===== config.mk =====
export PLATFORM = sky130hd
export DESIGN_NAME = tlpt_ctrl
export DESIGN_NICKNAME = d
export VERILOG_FILES = /design/src/rtl/tlpt_pkg.sv /design/src/rtl/tlpt_ctrl.sv
export SDC_FILE = /design/constraint.sdc
export NUM_CORES = 1
export LEC_CHECK = 0
export ABC_CLOCK_PERIOD_IN_PS = 3650
export BUFFER_PORTS_ARGS = -buffer_cell sky130_fd_sc_hd__buf_2
export CORE_MARGIN = 8
export CORE_UTILIZATION = 49
export CTS_BUF_LIST = sky130_fd_sc_hd__clkbuf_2 sky130_fd_sc_hd__clkbuf_4 sky130_fd_sc_hd__clkbuf_8
export DETAILED_ROUTE_END_ITERATION = 7
export GPL_TIMING_DRIVEN = 0
export PLACE_DENSITY_LB_ADDON = 0.15
export SKIP_CTS_REPAIR_TIMING = 1
export SYNTH_ARGS = -nofsm -noshare
export SYNTH_HDL_FRONTEND = slang
export SYNTH_SLANG_ARGS = --single-unit
export TNS_END_PERCENT = 20

===== constraint.sdc =====
create_clock -name clk -period 3.65 [get_ports clk]
set_clock_uncertainty 0.2 [all_clocks]
set_input_delay 0.5475 -clock clk [delete_from_list [all_inputs] [get_ports clk]]
set_output_delay 0.5475 -clock clk [all_outputs]
set_load 0.005 [all_outputs]

===== src/rtl/tlpt_pkg.sv =====
// ----------------------------------------------------------------------------
// Two-level page table package
// Widths, constants, codes and item types shared by the page table engine.
// ----------------------------------------------------------------------------
package tlpt_pkg;

	// Pool of page tables
	localparam int unsigned TABLE_SLOTS = 16;
	localparam int unsigned DIR_ENTRIES = 1024;
	localparam int unsigned TBL_ENTRIES = 1024;
	localparam int unsigned IDX_W       = 10;
	localparam int unsigned FRAME_W     = 20;
	localparam int unsigned OFFS_W      = 12;
	localparam int unsigned SLOT_W      = (TABLE_SLOTS > 1) ? $clog2(TABLE_SLOTS) : 1;
	localparam int unsigned CNT_W       = $clog2(TABLE_SLOTS + 1);
	localparam int unsigned TBL_DEPTH   = TABLE_SLOTS * TBL_ENTRIES;
	localparam int unsigned TBL_AW      = $clog2(TBL_DEPTH);

	// Entry layout
	localparam logic [31:0] FRAME_MASK  = 32'hFFFF_F000;
	localparam logic [31:0] LOW_MASK    = 32'h0000_0FFF;
	localparam logic [31:0] BIT_PRESENT = 32'h0000_0001;
	localparam logic [31:0] BIT_RW      = 32'h0000_0002;
	localparam logic [31:0] BIT_USER    = 32'h0000_0004;

	// Request codes
	localparam logic [1:0] REQ_MAP       = 2'd0;
	localparam logic [1:0] REQ_UNMAP     = 2'd1;
	localparam logic [1:0] REQ_TRANSLATE = 2'd2;

	// Status codes
	localparam logic [1:0] STS_OK      = 2'd0;
	localparam logic [1:0] STS_MISS    = 2'd1;
	localparam logic [1:0] STS_NO_SLOT = 2'd2;

	typedef struct packed {
		logic [1:0]  req_type;
		logic [31:0] virt_addr;
		logic [31:0] phys_addr;
		logic [11:0] page_flags;
	} req_t;

	typedef struct packed {
		logic [1:0]  status;
		logic [31:0] phys_out;
		logic        table_created;
		logic        tlb_flush;
		logic [31:0] flush_addr;
	} rsp_t;

	// Memory port bundle from the sequencer
	typedef struct packed {
		logic              dir_we;
		logic [IDX_W-1:0]  dir_addr;
		logic [31:0]       dir_wdata;
		logic              tbl_we;
		logic [TBL_AW-1:0] tbl_addr;
		logic [31:0]       tbl_wdata;
	} mem_req_t;

	typedef enum logic [2:0] {
		ST_INIT,
		ST_IDLE,
		ST_PDE,
		ST_CLEAR,
		ST_PTE,
		ST_DONE
	} state_t;

endpackage


===== src/rtl/tlpt_ctrl.sv =====
// ----------------------------------------------------------------------------
// Page table sequencer
// Walks directory then table memory where an item needs it, allocates and
// clears tables, sweeps both memories after reset and holds the result item.
// ----------------------------------------------------------------------------
module tlpt_ctrl
	import tlpt_pkg::*;
(
	input  logic        clk,
	input  logic        arst_n,
	input  logic        req_valid,
	output logic        req_ready,
	input  req_t        req,
	output logic        rsp_valid,
	input  logic        rsp_ready,
	output rsp_t        rsp,
	input  logic        cfg_we,
	input  logic [19:0] cfg_wdata,
	output mem_req_t    mem,
	input  logic [31:0] dir_rdata,
	input  logic [31:0] tbl_rdata
);

	state_t              state_q, state_d;
	logic [TBL_AW-1:0]   sweep_q;
	logic [FRAME_W-1:0]  base_q;
	logic [CNT_W-1:0]    next_slot_q;
	logic [SLOT_W-1:0]   alloc_slot_q;
	req_t                req_q;
	rsp_t                res_q;
	rsp_t                rsp_q;
	logic                rsp_valid_q;

	logic [IDX_W-1:0]    di, ti;
	logic                present, in_pool, pool_full, alloc;
	logic [FRAME_W-1:0]  slot_diff;
	logic [SLOT_W-1:0]   pde_slot;
	logic [31:0]         pte_map, pde_new;
	logic [FRAME_W-1:0]  new_frame;
	logic                sweep_last, clear_last, out_free;
	logic [SLOT_W+IDX_W-1:0] pde_tbl_addr, clr_tbl_addr;
	rsp_t                res_pde;

	// Decode the held item and the directory entry just read
	assign di         = req_q.virt_addr[31:22];
	assign ti         = req_q.virt_addr[21:12];
	assign present    = dir_rdata[0];
	assign slot_diff  = dir_rdata[31:12] - base_q;
	assign in_pool    = slot_diff < FRAME_W'(TABLE_SLOTS);
	assign pde_slot   = slot_diff[SLOT_W-1:0];
	assign pool_full  = next_slot_q >= CNT_W'(TABLE_SLOTS);
	assign alloc      = (req_q.req_type == REQ_MAP) && !present && !pool_full;
	assign new_frame  = base_q + FRAME_W'(next_slot_q);
	assign pte_map    = (req_q.phys_addr & FRAME_MASK)
	                  | ({20'd0, req_q.page_flags} & LOW_MASK) | BIT_PRESENT;
	assign pde_new    = {new_frame, 12'd0} | BIT_RW
	                  | ({20'd0, req_q.page_flags} & BIT_USER) | BIT_PRESENT;
	assign pde_tbl_addr = {pde_slot, ti};
	assign clr_tbl_addr = {alloc_slot_q, sweep_q[IDX_W-1:0]};
	assign sweep_last = sweep_q == TBL_AW'(TBL_DEPTH - 1);
	assign clear_last = sweep_q[IDX_W-1:0] == IDX_W'(TBL_ENTRIES - 1);
	assign out_free   = !rsp_valid_q || rsp_ready;

	// Next state
	always_comb begin
		state_d = state_q;
		unique case (state_q)
			ST_INIT: begin
				if (sweep_last) state_d = ST_IDLE;
			end
			ST_IDLE: begin
				if (req_valid) state_d = ST_PDE;
			end
			ST_PDE: begin
				if (alloc) begin
					state_d = ST_CLEAR;
				end else if (req_q.req_type == REQ_TRANSLATE && present && in_pool) begin
					state_d = ST_PTE;
				end else begin
					state_d = ST_DONE;
				end
			end
			ST_CLEAR: begin
				if (clear_last) state_d = ST_DONE;
			end
			ST_PTE: begin
				state_d = ST_DONE;
			end
			ST_DONE: begin
				if (out_free) state_d = ST_IDLE;
			end
			default: state_d = ST_INIT;
		endcase
	end

	// Memory accesses and input handshake
	always_comb begin
		req_ready     = 1'b0;
		mem.dir_we    = 1'b0;
		mem.dir_addr  = di;
		mem.dir_wdata = '0;
		mem.tbl_we    = 1'b0;
		mem.tbl_addr  = TBL_AW'(pde_tbl_addr);
		mem.tbl_wdata = '0;
		unique case (state_q)
			ST_INIT: begin
				mem.dir_we   = {1'b0, sweep_q} < (TBL_AW + 1)'(DIR_ENTRIES);
				mem.dir_addr = sweep_q[IDX_W-1:0];
				mem.tbl_we   = 1'b1;
				mem.tbl_addr = sweep_q;
			end
			ST_IDLE: begin
				req_ready    = 1'b1;
				mem.dir_addr = req.virt_addr[31:22];
			end
			ST_PDE: begin
				case (req_q.req_type)
					REQ_MAP: begin
						mem.tbl_we    = present && in_pool;
						mem.tbl_wdata = pte_map;
						mem.dir_we    = alloc;
						mem.dir_wdata = pde_new;
					end
					REQ_UNMAP: begin
						mem.tbl_we = present && in_pool;
					end
					default: ;
				endcase
			end
			ST_CLEAR: begin
				mem.tbl_we    = 1'b1;
				mem.tbl_addr  = TBL_AW'(clr_tbl_addr);
				mem.tbl_wdata = (sweep_q[IDX_W-1:0] == ti) ? pte_map : '0;
			end
			ST_PTE, ST_DONE: ;
			default: ;
		endcase
	end

	// Build the result of the directory step
	always_comb begin
		res_pde = '0;
		case (req_q.req_type)
			REQ_MAP: begin
				if (!present && pool_full) begin
					res_pde.status = STS_NO_SLOT;
				end else begin
					res_pde.table_created = !present;
					res_pde.tlb_flush     = 1'b1;
					res_pde.flush_addr    = req_q.virt_addr;
				end
			end
			REQ_UNMAP: begin
				if (present) begin
					res_pde.tlb_flush  = 1'b1;
					res_pde.flush_addr = req_q.virt_addr;
				end
			end
			REQ_TRANSLATE: begin
				if (!(present && in_pool)) res_pde.status = STS_MISS;
			end
			default: ;
		endcase
	end

	// State, counters and configuration
	always_ff @(posedge clk or negedge arst_n) begin
		if (!arst_n) begin
			state_q     <= ST_INIT;
			sweep_q     <= '0;
			base_q      <= '0;
			next_slot_q <= '0;
		end else begin
			state_q <= state_d;
			if (cfg_we) base_q <= cfg_wdata;
			if (state_q == ST_INIT || state_q == ST_CLEAR) begin
				sweep_q <= sweep_q + 1'b1;
			end else if (state_q == ST_PDE) begin
				sweep_q <= '0;
			end
			if (state_q == ST_PDE && alloc) next_slot_q <= next_slot_q + 1'b1;
		end
	end

	// Hold the item and build its result
	always_ff @(posedge clk) begin
		if (state_q == ST_IDLE && req_valid) req_q <= req;
		if (state_q == ST_PDE) begin
			alloc_slot_q <= SLOT_W'(next_slot_q);
			res_q        <= res_pde;
		end
		if (state_q == ST_PTE) begin
			if (tbl_rdata[0]) begin
				res_q.phys_out <= (tbl_rdata & FRAME_MASK) | (req_q.virt_addr & LOW_MASK);
			end else begin
				res_q.status <= STS_MISS;
			end
		end
		if (state_q == ST_DONE && out_free) rsp_q <= res_q;
	end

	// Output register valid
	always_ff @(posedge clk or negedge arst_n) begin
		if (!arst_n) begin
			rsp_valid_q <= 1'b0;
		end else if (state_q == ST_DONE && out_free) begin
			rsp_valid_q <= 1'b1;
		end else if (rsp_ready) begin
			rsp_valid_q <= 1'b0;
		end
	end

	assign rsp_valid = rsp_valid_q;
	assign rsp       = rsp_q;

endmodule


==> out/metrics.yaml, run 1 <==
finish:
  multi_input_area_sq_mm: 0.00401
  nets: 1604
  drive_above_1_share_pct: 27.6
  seq_area_sq_mm: 0.00689
  final_area_sq_mm: 0.0147
  n_fill_cell: 1802
  instances_no_fill: 1728
  synthToLayoutAreaGrowth_pct: 31.3
global_route:
  grt_pass1_vias: 8474
  grt-ovfl-total: 0
  grt_pass1_wl_mm: 43.5
  grtUsageTotal_pct: 19.2
  antenna_found_initial: 1
  grt_max_degree: 69
pwr:
  pwr-share-comb_pct: 9.9
  power_density_mw_per_mm2: 414
  p_int_w: 0.00464
  ir_worst_vdd_v: 0.000286
  finalPower_w: 0.00606
  power_frac_seq_pct: 50.0
  p_clk_share_pct: 40.2
  netSwitchingPower_w: 0.00142
  swShare_pct: 23.5
  power.leakage_nw: 6.29
logic_synthesis:
  syn_area_per_cell_sq_um: 11.2
  yosysSeqAreaShare_pct: 61.8
  synth.area.top_cells: "edfxtp_1 (46%), dfrtp_1 (9.6%), dfxtp_1 (6.1%)"
  syn_area_sq_mm: 0.0112
  synth-seq-cells: 248
  synth.distinct_cells: 67
  synth-edff-count: 171
  synth_warnings: 0
  synth_top_area_cell: "edfxtp_1"
  synthMostInstantiatedCell: "edfxtp_1"
  yosysTopAreaCellShare_pct: 46.0
  netlist_top_cells_count: "edfxtp_1 (171), nand2_1 (165), o21ai_0 (91)"
  synth_cells: 998
  synth_top_flop_cell: "edfxtp_1"
  async_reset_ff_share_pct: 17.3
drt:
  first_pass_iters: 5
  drc: 0
  wl_met2_mm: 13.4
  wl_per_cell_um: 16.7
  wl_met1_mm: 12.8
  vias: 8747
  highest_layer: "met4"
  postRouteAntennaNets: 0
  viasPerCell: 5.06
  dr_wl_met3_mm: 2.07
  first_iter_violations: 501
  drt_wl_total_mm: 28.9
sta:
  min_period_over_period_pct: 123
  worst_slew_margin_rel_pct: 35.0
  rsz0062_at_grt: "true"
  slew_violations: 0
  hold_viol: 38
  tightest_slew_ps: 975
  whs_ps: -35.9
  post-route-min-period_ps: 4470
  setup_ws_ps: -822
  max_freq_ghz: 0.224
  setup_violations: 1
clocking:
  clock_path_buffers: 3
  cts.sinks: 248
  tritoncts: "yes"
  path_clk_slew_ps: 60
  cts_max_level: 2
  cts_root_buffer: "clkbuf_8"
  clk_latency_ps: 550
  cts_made_buffers: 42
setup_path:
  worst_ep_required_time_ps: 2900
  worstSetupEndpointType: "output pin"
  critPathSlowestCell: "or4_1"
  path_delay_family: "simple AND/OR/NAND/NOR gates"
  cp_max_fo: 3
  worstPathCellList: "ha_4 > fa_2 > nor2b_4 > o211ai_2 > nand3b_1 > mux2_4 > or4_1 > a211o_1 > nor4_2 > nand4_1 > o31ai_2 > buf_2"
  critPathLaunchType: "flop"
  critical_path_class: "flop to output pin"
  critical-path-max-stage-delay_ps: 510
  worst-path-buf-inv: 1
  ff2ff_path_depth: 12
  critical_path_cell_count: 12
  arrival_ps: 3720
placed_design:
  place_ws_ps: -575
  hpwlAfterDp_mm: 20.5
  dp_cells: 1572
  placed_cell_area_sq_mm: 0.0130
  place.port_buffers: 281
  routabilityCongestion: 0.854
job:
  max_cap_viol_count: 0
die:
  die_height_um: 167
  initial_core_util_pct: 49.6
  die_area_sq_mm: 0.0278
  die_w_um: 167
  fp.coreArea_sq_mm: 0.0225
  num_rows: 55
  io_pins: 327
outcome:
  status: "complete, but fails checks"
  violations: "hold timing, setup timing"
worst_hold_path:
  hold_class: "primary input to async pin"
==> cells by family (layout without fill, tap and decap cells) <==
kind of cell               Yosys count  count (layout)  synth area share, %
muxes                               14              14                 1.32
buffers and inverters               87             522                 3.29
xor gates and xnor gates            42              42                 3.30
DFF                                248             248                 61.8
adders and majority gates           29              29                 3.39
and+or+nand+nor                    383             383                 16.3
other                                1              11               0.0336
AOI/OAI and AO/OA                  194             194                 10.6
==> cells in the final DEF (no fill, tap or decap), types with 4 or more instances in the layout <==
cell,count
a2111oi_0,4
a211oi_1,7
a21o_1,10
a21oi_1,32
a21oi_2,4
and2_1,70
and3_1,10
buf_1,4
buf_2,283
buf_4,16
clkbuf_1,40
clkbuf_4,13
clkbuf_8,44
clkinv_1,8
clkinv_2,7
conb_1,9
dfrtp_1,41
dfxtp_1,34
dlygate4sd3_1,73
edfxtp_1,171
ha_1,25
inv_1,28
mux2i_1,11
nand2_1,165
nand2b_1,9
nand3_1,8
nand4_1,13
nor2_1,65
nor2b_1,8
nor3_1,15
o21a_1,5
o21ai_0,91
o21bai_1,5
xnor2_1,33
xor2_1,9
==> area by class of cell <==
class                           count  share of cell area, %
Antenna cell                        2                 0.0342
Buffer                             56                   1.71
Clock buffer                       57                   4.80
Clock inverter                     20                  0.939
Inverter                           29                  0.743
Multi-Input combinational cell    671                   27.4
Sequential cell                   248                   47.1
Tap cell                          285                   2.43
Timing Repair Buffer              360                   14.9
==> path summary, 6_finish.rpt <==
kind / start / slack, ps / to
setup / recovery: base_q[0] / -820 / mem[46]
setup reg to reg: base_q[7] / 330 / state_q[0]
hold / removal: arst_n / -40 / base_q[15]
max in group asynchronous: arst_n / 2610 / base_q[1]
min in group clk: tbl_rdata[15] / 10 / res_q[49]
hold reg to reg: res_q[28] / 220 / rsp[28]
==> through the flow <==
step	TNS, ps	utilization (%)
after global placement	-50190	57.6
after global routing	-1610	65.1
after detailed placement	-575	57.6
final	-822	65.1
after floorplan	-104	-
after CTS	-1520	61.4
==> flip-flops by register name, indices dropped and copies added (netlist names), 3 cells and up <==
| signal | cells |
|---|---|
| req_q | 45 |
| state_q | 3 |
| alloc_slot_q | 4 |
| res_q | 68 |
| next_slot_q | 5 |
| sweep_q | 14 |
| rsp | 68 |
| base_q | 20 |
| pde_tbl_addr | 10 |
| di | 10 |
==> power by group through the flow <==
stage / Sequential, W / Clock (W) / Combinational, W
6_report: 0.00303 / 0.00244 / 0.000597
3_5_place_dp: 0.00308 / 0 / 0.000510
5_1_grt: 0.00303 / 0.00263 / 0.000665
2_1_floorplan: 0.00308 / 0 / 0.000345
3_3_place_gp: 0.00308 / 0 / 0.000503
4_1_cts: 0.00303 / 0.00251 / 0.000514
==> worst register-to-register path, cell delays in order (launching register included) <==
cell       delay (ps)
dfrtp_1           410
inv_1             140
ha_1              250
buf_2             180
a211oi_2          280
o21bai_1          140
nor3_1            150
a21oi_1           200
a2111oi_1         490
a31oi_1           140
a2111oi_2         330
nand4_1           160
o211a_1           150
==> metal layers <==
metal / up-vias / track usage (%)
li1: 4331 / -
met1: 4066 / 24.8
met2: 300 / 30.5
met3: 50 / 6.05
met4: 0 / 6.03
met5: - / 0
Power figures use the tool's default switching activity.
==> run 2, diff against run 1 <==
- TNS_END_PERCENT: 20 -> unset
==> out/metrics.yaml, run 2 (same netlist as run 1, synthesis figures left out) <==
global_route:
  antenna_found_initial: 1
  grt_pass1_vias: 8474
  grtUsageTotal_pct: 19.2
  grt_pass1_wl_mm: 43.5
  grt_max_degree: 69
  grt-ovfl-total: 0
setup_path:
  critical-path-max-stage-delay_ps: 510
  worstPathCellList: "ha_4 > fa_2 > nor2b_4 > o211ai_2 > nand3b_1 > mux2_4 > or4_1 > a211o_1 > nor4_2 > nand4_1 > o31ai_2 > buf_2"
  arrival_ps: 3730
  cp_max_fo: 3
  critPathSlowestCell: "or4_1"
  worstSetupEndpointType: "output pin"
  critical_path_class: "flop to output pin"
  critPathLaunchType: "flop"
  ff2ff_setup_slack_ps: 340
  worst_ep_required_time_ps: 2900
clocking:
  clock_path_buffers: 3
  cts_root_buffer: "clkbuf_8"
  path_clk_slew_ps: 60
  clk_latency_ps: 550
  cts_made_buffers: 42
  cts.sinks: 248
  tritoncts: "yes"
  cts_max_level: 2
drt:
  drc: 0
  wl_per_cell_um: 16.7
  drt_wl_total_mm: 28.9
  postRouteAntennaNets: 0
  viasPerCell: 5.07
  first_iter_violations: 534
  vias: 8769
  first_pass_iters: 4
die:
  initial_core_util_pct: 49.6
  fp.coreArea_sq_mm: 0.0225
  io_pins: 327
  num_rows: 55
  die_w_um: 167
  die_height_um: 167
  die_area_sq_mm: 0.0278
finish:
  final_util_pct: 65.2
  n_fill_cell: 1805
  nets: 1607
  synthToLayoutAreaGrowth_pct: 31.6
  layout_common_cells: "buf_2 (283), edfxtp_1 (171), nand2_1 (165)"
  drive_above_1_share_pct: 28.0
  layout_commonest_cell: "buf_2"
sta:
  worst_slew_margin_rel_pct: 33.8
  whs_ps: -38.8
  post-route-min-period_ps: 4480
  slew_violations: 0
  setup_ws_ps: -832
  hold_viol: 36
  min_period_over_period_pct: 123
  tightest_slew_ps: 994
  rsz0062_at_grt: "true"
  setup_violations: 1
  max_freq_ghz: 0.223
pwr:
  ir_worst_vdd_v: 0.000287
  power.leakage_nw: 6.31
  power_density_mw_per_mm2: 413
outcome:
  status: "complete, but fails checks"
  violations: "hold timing, setup timing"
job:
  max_cap_viol_count: 0
placed_design:
  routabilityCongestion: 0.854
  hpwlAfterDp_mm: 20.5
  place.port_buffers: 281
worst_hold_path:
  hold_class: "primary input to async pin"
run 2: cell count changes in the layout (fill, tap and decap cells not counted):
cell,delta
a21oi_1,-1
a21oi_2,+1
buf_4,+3
clkbuf_1,-2
clkbuf_2,+2
run 2: layer usage:
layer  global-route usage (%)  wire (um)
met1                     24.8      12700
met2                     30.5      13400
met3                     6.05       2240
met4                     6.03        569
met5                        0          0
run 2: per-stage QoR:
stage / setup slack [ps] / setup TNS, ps / cell area (sq um) / std cells / total power, W
floorplan: -104 / -104 / 11200 / 1006 / 0.00343
global placement: -685 / -50190 / 13000 / 1572 / 0.00359
detailed placement: -575 / -575 / 13000 / 1572 / 0.00359
CTS: -880 / -1520 / 13800 / 1649 / 0.00605
global route: -1010 / -1170 / 14700 / 1730 / 0.00632
finish: -832 / -832 / 14700 / 1731 / 0.00607
run 2: layout make-up:
| cell class | count | area (sq um) | share of cell area, % |
|---|---|---|---|
| sequential | 248 | 6890 | 47.0 |
| multi-input combinational | 671 | 4020 | 27.4 |
| timing repair buffer | 363 | 2200 | 15.0 |
| clock buffer | 57 | 703 | 4.79 |
| tap | 285 | 357 | 2.43 |
| buffer | 56 | 253 | 1.72 |
| clock inverter | 20 | 138 | 0.938 |
| inverter | 29 | 109 | 0.742 |
| antenna | 2 | 5.00 | 0.0341 |
run 2: power breakdown:
part | leakage, nW | switching (W) | internal (W)
sequential | 2.36 | 0.0000167 | 0.00301
clock | 0.443 | 0.00110 | 0.00134
combinational | 3.51 | 0.000310 | 0.000290
total | 6.31 | 0.00143 | 0.00464
run 2: worst paths after layout:
kind	from	endpoint	depth (start not counted)
max in group asynchronous	arst_n	next_slot_q[1]	1
min in group clk	tbl_rdata[15]	res_q[49]	3
hold / removal	arst_n	base_q[16]	1
setup reg to reg	base_q[7]	state_q[0]	12
setup / recovery	base_q[0]	mem[46]	12
hold reg to reg	res_q[28]	rsp[28]	0
run 2: worst max-delay path, delay by kind of cell, from the launching register on:
| kind | cells | cell delay (ps) |
|---|---|---|
| AO/OA/AOI/OAI | 3 | 610 |
| adder cells (fa/ha/maj) | 2 | 610 |
| buffers and inverters | 1 | 180 |
| flip-flops | 1 | 410 |
| multiplexers | 1 | 310 |
| AND/OR/NAND/NOR | 5 | 1090 |
==> run 3, diff against run 2 <==
- BUFFER_PORTS_ARGS: -buffer_cell sky130_fd_sc_hd__buf_2 -> -buffer_cell sky130_fd_sc_hd__clkbuf_2
- CORE_UTILIZATION: 49 -> 47
- CTS_BUF_LIST: sky130_fd_sc_hd__clkbuf_2 sky130_fd_sc_hd__clkbuf_4 sky130_fd_sc_hd__clkbuf_8 -> sky130_fd_sc_hd__clkbuf_4 sky130_fd_sc_hd__clkbuf_8 sky130_fd_sc_hd__clkbuf_16
==> out/metrics.yaml, run 3 (same netlist as run 1, synthesis figures left out) <==
outcome:
  status: "complete, but fails checks"
  violations: "setup timing"
drt:
  drc: 0
  first_pass_iters: 5
  viasPerCell: 4.98
  wl_per_cell_um: 16.6
  vias: 8469
  postRouteAntennaNets: 0
  first_iter_violations: 438
  drt_wl_total_mm: 28.3
worst_hold_path:
  hold_class: "primary input to flop"
  whs_path_depth: 1
clocking:
  cts_made_buffers: 26
  cts_max_level: 1
  path_clk_slew_ps: 60
  clk_latency_ps: 520
  cts.sinks: 248
  clock_path_buffers: 3
  tritoncts: "yes"
  cts_root_buffer: "clkbuf_16"
finish:
  num_antenna_cells: 0
  nets: 1558
  n_fill_cell: 1968
  layout_common_cells: "clkbuf_2 (280), edfxtp_1 (171), nand2_1 (165)"
  drive_above_1_share_pct: 26.6
  layout_commonest_cell: "clkbuf_2"
  synthToLayoutAreaGrowth_pct: 29.6
sta:
  min_period_over_period_pct: 122
  setup_ws_ps: -794
  post-route-min-period_ps: 4440
  setup_violations: 1
  slew_violations: 0
  rsz0062_at_grt: "true"
  tightest_slew_ps: 1090
  max_freq_ghz: 0.225
  whs_ps: 14.6
  hold_viol: 0
  worst_slew_margin_rel_pct: 27.4
pwr:
  pwr-share-comb_pct: 8.8
  swShare_pct: 21.9
  p_clk_share_pct: 44.4
  p_int_w: 0.00504
  power.leakage_nw: 6.18
  power_density_mw_per_mm2: 446
  netSwitchingPower_w: 0.00141
  finalPower_w: 0.00645
  power_frac_seq_pct: 46.9
  ir_worst_vdd_v: 0.000319
die:
  die_height_um: 170
  initial_core_util_pct: 47.7
  io_pins: 327
  die_w_um: 170
  fp.coreArea_sq_mm: 0.0234
  die_area_sq_mm: 0.0289
  num_rows: 56
placed_design:
  place.port_buffers: 281
  routabilityCongestion: 0.837
  hpwlAfterDp_mm: 20.8
setup_path:
  arrival_ps: 3700
  critical_path_class: "flop to output pin"
  critPathLaunchType: "flop"
  worst_ep_required_time_ps: 2900
  path_delay_family: "simple AND/OR/NAND/NOR gates"
  critPathSlowestCell: "or4_1"
  worstSetupEndpointType: "output pin"
  worstPathCellList: "ha_2 > fa_2 > nor2b_4 > o211ai_2 > nand3b_1 > mux2_4 > or4_1 > a211o_1 > nor4_2 > nand4_1 > o31ai_2 > buf_2"
  cp_max_fo: 3
  worst-path-buf-inv: 1
  critical-path-max-stage-delay_ps: 510
  ff2ff_path_depth: 12
  critical_path_cell_count: 12
global_route:
  grt_pass1_vias: 8187
  grtUsageTotal_pct: 18.3
  antenna_found_initial: 1
  grt_pass1_wl_mm: 42.4
  grt_max_degree: 69
  grt-ovfl-total: 0
job:
  max_cap_viol_count: 0
==> run 3: cell types whose count changed in the layout (fill, tap and decap cells not counted), sizes merged <==
cell and change:
clkinv -10, clkbuf +255, buf -286, inv +3
diode -2, bufinv +4, dlygate4sd3 -28
==> run 3: final timing paths <==
kind | start | end | slack [ps]
worst max-delay path | base_q[0] | mem[46] | -790
worst min-delay path | req[73] | di[7] | 10
worst max register to register | base_q[0] | res_q[66] | 170
worst min register to register | res_q[8] | rsp[8] | 220
max in group asynchronous | arst_n | next_slot_q[1] | 2490
min in group asynchronous | arst_n | base_q[18] | 20
==> run 3: cell type report <==
| class | count | area [sq um] | share of cell area [%] |
|---|---|---|---|
| Buffer | 57 | 254 | 1.76 |
| Clock buffer | 31 | 718 | 4.97 |
| Clock inverter | 17 | 231 | 1.60 |
| Inverter | 29 | 109 | 0.753 |
| Multi-Input combinational cell | 671 | 3970 | 27.5 |
| Sequential cell | 248 | 6900 | 47.7 |
| Tap cell | 319 | 399 | 2.76 |
| Timing Repair Buffer | 329 | 1880 | 13.0 |
==> run 3: stage by stage <==
step                      worst slack (ps)  area, sq um  utilization [%]  setup TNS, ps  instances
final                                 -794        14500             61.8           -794       1701
after global routing                 -1020        14500             61.8          -1200       1701
after CTS                             -886        14000             59.6          -1160       1654
after detailed placement              -585        13000             55.6           -586       1606
after global placement                -856        13000             55.5         -59480       1606
after floorplan                       -104        11200                -           -104       1006
==> run 3: power groups by stage <==
stage	registers, W	logic (W)	clock network [W]
2_1_floorplan	0.00308	0.000345	0
3_3_place_gp	0.00308	0.000504	0
3_5_place_dp	0.00308	0.000512	0
4_1_cts	0.00302	0.000516	0.00293
5_1_grt	0.00303	0.000624	0.00303
6_report	0.00302	0.000565	0.00286
==> run 3: layer usage <==
metal	part of all wire, %	global-route usage (%)	vias to the layer above
li1	-	-	4223
met1	43	24.1	3905
met2	47	29.2	292
met3	8.7	5.19	47
met4	2.0	5.11	2
met5	0.046	0	-
